==> config.mk <==
export PLATFORM = sky130hd
export DESIGN_NAME = horspool_text_search
export DESIGN_NICKNAME = d
export VERILOG_FILES = /design/src/sv/hts_pkg.sv /design/src/sv/horspool_text_search.sv
export SDC_FILE = /design/constraint.sdc
export NUM_CORES = 1
export LEC_CHECK = 0
export ABC_AREA = 1
export BUFFER_PORTS_ARGS = -buffer_cell sky130_fd_sc_hd__buf_4
export CORE_UTILIZATION = 50
export CTS_BUF_LIST = sky130_fd_sc_hd__clkbuf_4
export DETAILED_ROUTE_END_ITERATION = 10
export PLACE_DENSITY = 0.7
export RECOVER_POWER = 100
export SYNTH_ARGS = -nofsm -noshare
export SYNTH_HDL_FRONTEND = slang
export SYNTH_SLANG_ARGS = --single-unit
export TNS_END_PERCENT = 30
==> constraint.sdc <==
create_clock -name clk -period 3.85 [get_ports clk]
set_input_delay 0.385 -clock clk [delete_from_list [all_inputs] [get_ports clk]]
set_output_delay 0.385 -clock clk [all_outputs]
set_load 0.02 [all_outputs]
==> src/sv/hts_pkg.sv <==
// hts_pkg: shared constants for the horspool text search block
// no dependencies; imported by horspool_text_search, hts_props, hts_checker and tb_top
`default_nettype none
package hts_pkg;

	localparam int unsigned PATTERN_MAX_DEF = 16;
	localparam int unsigned TEXT_MAX_DEF    = 65536;

	localparam int unsigned BYTE_W    = 8;
	localparam int unsigned WORD_W    = 64;
	localparam int unsigned LEN_REG_W = 5;
	localparam int unsigned START_W   = 16;
	localparam int unsigned CFG_IDX_W = 2;

	typedef enum logic [CFG_IDX_W-1:0] {
		REG_PAT_LOW  = 2'd0,
		REG_PAT_HIGH = 2'd1,
		REG_PAT_LEN  = 2'd2
	} cfg_reg_t;

endpackage : hts_pkg
`default_nettype wire

==> src/sv/horspool_text_search.sv <==
// horspool_text_search: streamed boyer-moore-horspool search, one text byte per item
// a byte with no alignment check goes straight to the finish state; at an alignment check it
// compares window against pattern from the pattern's last byte, then on a mismatch (or with
// too few bytes seen) looks up the skip, then finishes, all through a single shared byte
// comparator; the result is registered as the finish state is left. Not ready while working
// or while a finished result waits on out_stall; reset: arst_n resets all state and registers at once
`default_nettype none
module horspool_text_search
	import hts_pkg::*;
#(
	parameter int unsigned PATTERN_MAX = PATTERN_MAX_DEF,
	parameter int unsigned TEXT_MAX    = TEXT_MAX_DEF
) (
	input  wire logic                 clk,
	input  wire logic                 arst_n,
	input  wire logic                 in_valid,
	output logic                      in_stall,
	input  wire logic [BYTE_W-1:0]    text_byte,
	input  wire logic                 last_byte,
	output logic                      out_valid,
	input  wire logic                 out_stall,
	output logic                      found,
	output logic [START_W-1:0]        match_start,
	input  wire logic                 cfg_write,
	input  wire logic [CFG_IDX_W-1:0] cfg_index,
	input  wire logic [WORD_W-1:0]    cfg_data
);

	localparam int unsigned IDXW  = $clog2(PATTERN_MAX);
	localparam int unsigned LENW  = $clog2(PATTERN_MAX + 1);
	localparam int unsigned SEENW = $clog2(TEXT_MAX) + 1;
	localparam logic [SEENW-1:0] SEEN_MAX = SEENW'(TEXT_MAX);
	localparam logic [LEN_REG_W-1:0] LEN_CAP = LEN_REG_W'(PATTERN_MAX);

	typedef enum logic [1:0] {
		ST_IDLE,
		ST_CMP,
		ST_SKIP,
		ST_FIN
	} state_t;

	state_t                 state_q;
	logic [WORD_W-1:0]      pat_low_q;
	logic [WORD_W-1:0]      pat_high_q;
	logic [LEN_REG_W-1:0]   pat_len_q;
	logic [BYTE_W-1:0]      win_q [PATTERN_MAX];
	logic [SEENW-1:0]       seen_q;
	logic [SEENW-1:0]       nca_q;
	logic                   done_q;
	logic [BYTE_W-1:0]      b_q;
	logic                   last_q;
	logic [IDXW-1:0]        cnt_q;
	logic                   res_pend_q;
	logic                   res_found_q;
	logic [START_W-1:0]     res_start_q;
	logic                   out_valid_q;
	logic                   found_q;
	logic [START_W-1:0]     match_start_q;

	logic [LEN_REG_W-1:0]   len_clip;
	logic [LENW-1:0]        len_eff;
	logic [IDXW-1:0]        lm1;
	logic                   len_small;
	logic [2*WORD_W-1:0]    pat_all;
	logic [IDXW-1:0]        pat_idx;
	logic [BYTE_W-1:0]      cmp_a;
	logic [BYTE_W-1:0]      cmp_b;
	logic                   cmp_eq;
	logic [SEENW-1:0]       seen_nxt;
	logic [SEENW-1:0]       nca_eff;
	logic [SEENW-1:0]       len_ext;
	logic                   emit;
	logic                   res_load;

	// effective pattern length, clipped to 1..PATTERN_MAX
	always_comb begin
		if (pat_len_q == '0) begin
			len_clip = LEN_REG_W'(1);
		end else if (pat_len_q > LEN_CAP) begin
			len_clip = LEN_CAP;
		end else begin
			len_clip = pat_len_q;
		end
	end

	assign len_eff   = LENW'(len_clip);
	assign lm1       = IDXW'(len_clip - LEN_REG_W'(1));
	assign len_small = (len_clip < LEN_REG_W'(2));
	assign len_ext   = SEENW'(len_eff);
	assign pat_all   = {pat_high_q, pat_low_q};

	// shared byte comparator
	assign pat_idx = (state_q == ST_CMP) ? IDXW'(lm1 - cnt_q) : cnt_q;
	assign cmp_a   = (state_q == ST_CMP) ? win_q[cnt_q] : b_q;
	assign cmp_b   = pat_all[pat_idx*BYTE_W +: BYTE_W];
	assign cmp_eq  = (cmp_a == cmp_b);

	assign seen_nxt = seen_q + SEENW'(1);
	assign nca_eff  = (seen_q == '0) ? len_ext : nca_q;
	assign emit     = res_pend_q || (last_q && !done_q);
	assign res_load = (state_q == ST_FIN) && emit && (!out_valid_q || !out_stall);

	assign in_stall    = (state_q != ST_IDLE);
	assign out_valid   = out_valid_q;
	assign found       = found_q;
	assign match_start = match_start_q;

	always_ff @(posedge clk or negedge arst_n) begin
		if (!arst_n) begin
			pat_low_q  <= '0;
			pat_high_q <= '0;
			pat_len_q  <= LEN_REG_W'(1);
		end else if (cfg_write) begin
			unique case (cfg_index)
				REG_PAT_LOW:  pat_low_q  <= cfg_data;
				REG_PAT_HIGH: pat_high_q <= cfg_data;
				REG_PAT_LEN:  pat_len_q  <= cfg_data[LEN_REG_W-1:0];
				default: ;
			endcase
		end
	end

	always_ff @(posedge clk or negedge arst_n) begin
		if (!arst_n) begin
			state_q     <= ST_IDLE;
			for (int j = 0; j < PATTERN_MAX; j++) begin
				win_q[j] <= '0;
			end
			seen_q        <= '0;
			nca_q         <= SEENW'(1);
			done_q        <= 1'b0;
			b_q           <= '0;
			last_q        <= 1'b0;
			cnt_q         <= '0;
			res_pend_q    <= 1'b0;
			res_found_q   <= 1'b0;
			res_start_q   <= '0;
			out_valid_q   <= 1'b0;
			found_q       <= 1'b0;
			match_start_q <= '0;
		end else begin
			if (out_valid_q && !out_stall && !res_load) begin
				out_valid_q <= 1'b0;
			end
			unique case (state_q)
				ST_IDLE: begin
					if (in_valid) begin
						b_q     <= text_byte;
						last_q  <= last_byte;
						state_q <= ST_FIN;
						if (!done_q) begin
							if (seen_q == SEEN_MAX) begin
								res_pend_q  <= 1'b1;
								res_found_q <= 1'b0;
								res_start_q <= '0;
								done_q      <= 1'b1;
							end else begin
								win_q[0] <= text_byte;
								for (int j = 1; j < PATTERN_MAX; j++) begin
									win_q[j] <= win_q[j-1];
								end
								seen_q <= seen_nxt;
								nca_q  <= nca_eff;
								if (seen_nxt == nca_eff) begin
									if (seen_nxt >= len_ext) begin
										cnt_q   <= '0;
										state_q <= ST_CMP;
									end else begin
										cnt_q   <= IDXW'(lm1 - IDXW'(1));
										state_q <= ST_SKIP;
									end
								end
							end
						end
					end
				end
				ST_CMP: begin
					if (!cmp_eq) begin
						cnt_q   <= IDXW'(lm1 - IDXW'(1));
						state_q <= ST_SKIP;
					end else if (cnt_q == lm1) begin
						res_pend_q  <= 1'b1;
						res_found_q <= 1'b1;
						res_start_q <= START_W'(seen_q - len_ext);
						done_q      <= 1'b1;
						state_q     <= ST_FIN;
					end else begin
						cnt_q <= cnt_q + IDXW'(1);
					end
				end
				ST_SKIP: begin
					// search pattern bytes 0..L-2 from the right for the window's newest byte
					if (len_small) begin
						nca_q   <= nca_q + len_ext;
						state_q <= ST_FIN;
					end else if (cmp_eq) begin
						nca_q   <= nca_q + SEENW'(IDXW'(lm1 - cnt_q));
						state_q <= ST_FIN;
					end else if (cnt_q == '0) begin
						nca_q   <= nca_q + len_ext;
						state_q <= ST_FIN;
					end else begin
						cnt_q <= cnt_q - IDXW'(1);
					end
				end
				ST_FIN: begin
					if (!emit || !out_valid_q || !out_stall) begin
						if (emit) begin
							out_valid_q   <= 1'b1;
							found_q       <= res_pend_q && res_found_q;
							match_start_q <= res_pend_q ? res_start_q : '0;
						end
						res_pend_q <= 1'b0;
						if (last_q) begin
							for (int j = 0; j < PATTERN_MAX; j++) begin
								win_q[j] <= '0;
							end
							seen_q <= '0;
							nca_q  <= len_ext;
							done_q <= 1'b0;
						end
						state_q <= ST_IDLE;
					end
				end
				default: state_q <= ST_IDLE;
			endcase
		end
	end

endmodule : horspool_text_search
`default_nettype wire

==> reports/summary.txt <==
SETUP PATH
----------------------------------------------------------------------------------------------------
Family with the most delay on the worst path                                            simple AND/OR/NAND/NOR gates
Data required time of the worst path                                                         4540 ps
Endpoint type of the worst setup path                                                      flip-flop
Slowest library cell on the worst path                                                       dfstp_2
Maximum net fanout on the critical path                                                            8
Startpoint type of the worst setup path                                                    flip-flop
Buffering stage count on the worst path with inverters included                                    6
Worst Path Class, Setup                                                                 flip-flop to flip-flop
Data arrival time of the worst path                                                          4630 ps
Worst path most repeated cell                                                                nand2_1
Critical Path Max Stage Delay                                                                 540 ps

SYNTH
----------------------------------------------------------------------------------------------------
Mapped Cells                                                                                    2383
Count of yosys warnings during synthesis                                                           0
Mapped Nets                                                                                     2501
Post-synth EDFFs                                                                                   0
Async SR Flop Fraction                                                                          1.00
Sequential area share after synthesis                                                          0.464
Fraction of post-synthesis cell area in the top cell type by area                              0.461
Unique masters post-synth                                                                         51
Primary FF master, synth                                                                     dfrtp_1
Post-Syn Area                                                                              18700 um2
Cell types with the largest area share after synthesis                                  dfrtp_1 46%, o21ai_0 9.4%, nand2_1 8.5%
Register bit total from synthesis                                                                347
Cell type contributing the most total cell area after synthesis                              dfrtp_1
Mean post-synth cell area                                                                   7.85 um2

FLOORPLAN
----------------------------------------------------------------------------------------------------
Num rows                                                                                          70
Number of top-level pins                                                                          99
Die outline height                                                                            195 um
Die ar.                                                                                    38200 um2
Width of the die                                                                              195 um
Placeable core region                                                                      36700 um2
Starting Density                                                                               0.510

DETAILED ROUTING
----------------------------------------------------------------------------------------------------
Post-Route M1 WL                                                                            22100 um
Detailed router's first-iteration violation count                                               1414
Total length of routed wires                                                                50900 um
Vias                                                                                           17.2k
Met2 routed WL                                                                              24600 um
Remaining DRCs                                                                                     0
TritonRoute pass-1 iters                                                                           6
Mean number of vias per cell                                                                    5.49
Routed length on met3                                                                        2780 um
Detail-routed net length per standard cell                                                   16.2 um
Top routing layer in use                                                                        met4
Number of antenna-violating nets in the routed design                                              0

CLOCKING
----------------------------------------------------------------------------------------------------
Maximum level of the CTS H-tree                                                                    3
TritonCTS clock tree                                                                           built
Clock-pin slew reported for the worst setup and hold paths after clock tree synthesis          70 ps
Number of buffers on the longest clock path                                                        3
Root buffer cell                                                                            clkbuf_4
Num CTS Buffers                                                                                   93
Number of clock sinks seen by CTS                                                                347
Clk Latency, worst-skew pair                                                                  790 ps

FINISH
----------------------------------------------------------------------------------------------------
Commonest non-fill, non-tap cell in the layout                                               nand2_1
Number of nets in the layout                                                                    2724
Most frequent cells in the layout                                                       410 x nand2_1, 344 x dfrtp_1, 314 x o21ai_0
Fraction of final layout cells with drive strength greater than 1                              0.167
Finished Cell Area                                                                         22700 um2
Area growth from synthesis to final layout                                                     21.5%
Util after Layout                                                                              0.620

STATUS
----------------------------------------------------------------------------------------------------
Status                                                                                  finished, violations left
Failing checks                                                                          negative setup slack

GLOBAL ROUTING
----------------------------------------------------------------------------------------------------
Number of global-route vias before repair                                                      16.7k
Pin count of the biggest net entering global routing                                             140
Number of antenna violations at the first check in global routing                                  1
Total gr overflow                                                                                  0
Overall routing resource usage                                                                 0.270
Global-route wire length before repair                                                      83700 um

STA
----------------------------------------------------------------------------------------------------
Final worst-path cycle share                                                                    1.02
Number of max-slew violations in the final report                                                  0
Setup repair after global routing missed its margin                                              yes
Final critical-path required period                                                          3940 ps
PnR worst setup slack                                                                       -92.9 ps
Max Clk Rate                                                                                 254 MHz
Setup Skew                                                                                   51.9 ps
Final Hold Viols                                                                                   0
Final count of negative-setup-slack endpoints                                                     24
Worst slew margin relative to its limit                                                        0.248
Slew @ Worst Pin                                                                             1130 ps

PLACEMENT
----------------------------------------------------------------------------------------------------
Detailed placement HPWL                                                                     33600 um
Placement Cell Area                                                                        20200 um2
Number of I/O port buffers                                                                        98
Gp weighted congestion                                                                         0.951

WORST HOLD PATH
----------------------------------------------------------------------------------------------------
Type of the tightest min-delay check                                                    primary input to flip-flop

PWR
----------------------------------------------------------------------------------------------------
Maximum vdd ir drop                                                                         0.741 mV
Static leakage                                                                               11.2 nW
Power density over the cells                                                              916 nW/um2

FLOW RUN
----------------------------------------------------------------------------------------------------
Max-cap violations                                                                                 0

==> cell usage after synthesis, types with 11 or more instances <==
| library cell | instances |
|---|---|
| buf_2 | 35 |
| o221ai_1 | 11 |
| nor3_1 | 11 |
| nand4_1 | 14 |
| o22ai_1 | 153 |
| nand2_1 | 422 |
| inv_1 | 309 |
| clkbuf_1 | 84 |
| dfrtp_1 | 345 |
| nor2_1 | 150 |
| nand3b_1 | 11 |
| o21ai_0 | 351 |
| xnor2_1 | 14 |
| ha_1 | 34 |
| xor2_1 | 55 |
| a21oi_1 | 92 |
| nand3_1 | 153 |
| o21ai_1 | 36 |
| buf_1 | 12 |
==> sequential cells by signal, indices dropped and copies added, names as in the netlist, 5 cells and up <==
register / flops
win_q: 128
pat_high_q: 64
pat_low_q: 64
nca_q: 17
seen_q: 17
match_start: 16
res_start_q: 16
b_q: 8
pat_len_q: 5
==> through the flow <==
| stage | setup TNS [ps] | hold slack (ps) | power (mW) | worst slack, ps | instances |
|---|---|---|---|---|---|
| 5_1_grt | -8850 | 237 | 22.6 | -289 | 3137 |
| 6_report | -1380 | 202 | 20.8 | -92.9 | 3137 |
| 4_1_cts | -84.8 | 136 | 20.2 | -43.3 | 3131 |
| 2_1_floorplan | 0 | 89.4 | 13.1 | 158 | 2383 |
| 3_5_place_dp | -4680 | 469 | 16.4 | -197 | 2887 |
| 3_3_place_gp | -2750 | 462 | 16.1 | -148 | 2887 |
==> tightest hold or removal path, cell delays in order <==
cell,delay [ps]
buf_4,120
nand3_1,340
o21ai_0,130
==> power breakdown <==
part           total, mW  switching, mW  internal [mW]
registers           5.24          0.634           4.60
clock network       3.26           1.51           1.75
logic               12.3           7.75           4.58
==> cells by family (layout without fill, tap and decap cells) <==
family | count (synthesis) | after routing | synth area share
AND/OR/NAND/NOR | 794 | 795 | 0.182
buffers and inverters | 459 | 743 | 0.0962
XOR/XNOR | 69 | 69 | 0.0323
AO/OA/AOI/OAI | 676 | 676 | 0.199
other | 0 | 1 | 0
adder cells (fa/ha/maj) | 38 | 38 | 0.0270
flip-flops | 347 | 347 | 0.464
==> layer usage <==
layer / up-vias / GRT usage
li1: 8429 / -
met1: 8136 / 0.356
met2: 550 / 0.448
met3: 103 / 0.0432
met4: 0 / 0.104
met5: - / 0
==> layout make-up <==
cell class                 count  area (um2)
clock buffer                 137        1030
sequential                   347        8690
tap                          468         586
timing repair buffer         265        2430
fill                        3193       14000
antenna                        1        2.50
inverter                     321        1230
clock inverter                20         140
multi-input combinational   1578        8640
==> path summary, 6_finish.rpt <==
check / cells after the start / start / end / slack [ps]
hold reg to reg: 2 / b_q[4] / b_q[4] / 480
setup / recovery: 26 / pat_len_q[0] / res_start_q[13] / -90
min in group asynchronous: 2 / arst_n / win_q[100] / 230
max in group asynchronous: 3 / arst_n / pat_low_q[28] / 2480
setup reg to reg: 26 / pat_len_q[0] / res_start_q[13] / -90
hold / removal: 3 / cfg_index[1] / pat_len_q[0] / 200
==> what timing repair did <==
item	4_1_cts	5_1_grt
hold endpoints to repair	247	0
resized for setup	52	102
cloned	2	2
setup buffers	10	6
setup endpoints to repair	40	42
pin swaps	15	50
hold buffers	75	0
(Power assumes the default switching activity.)
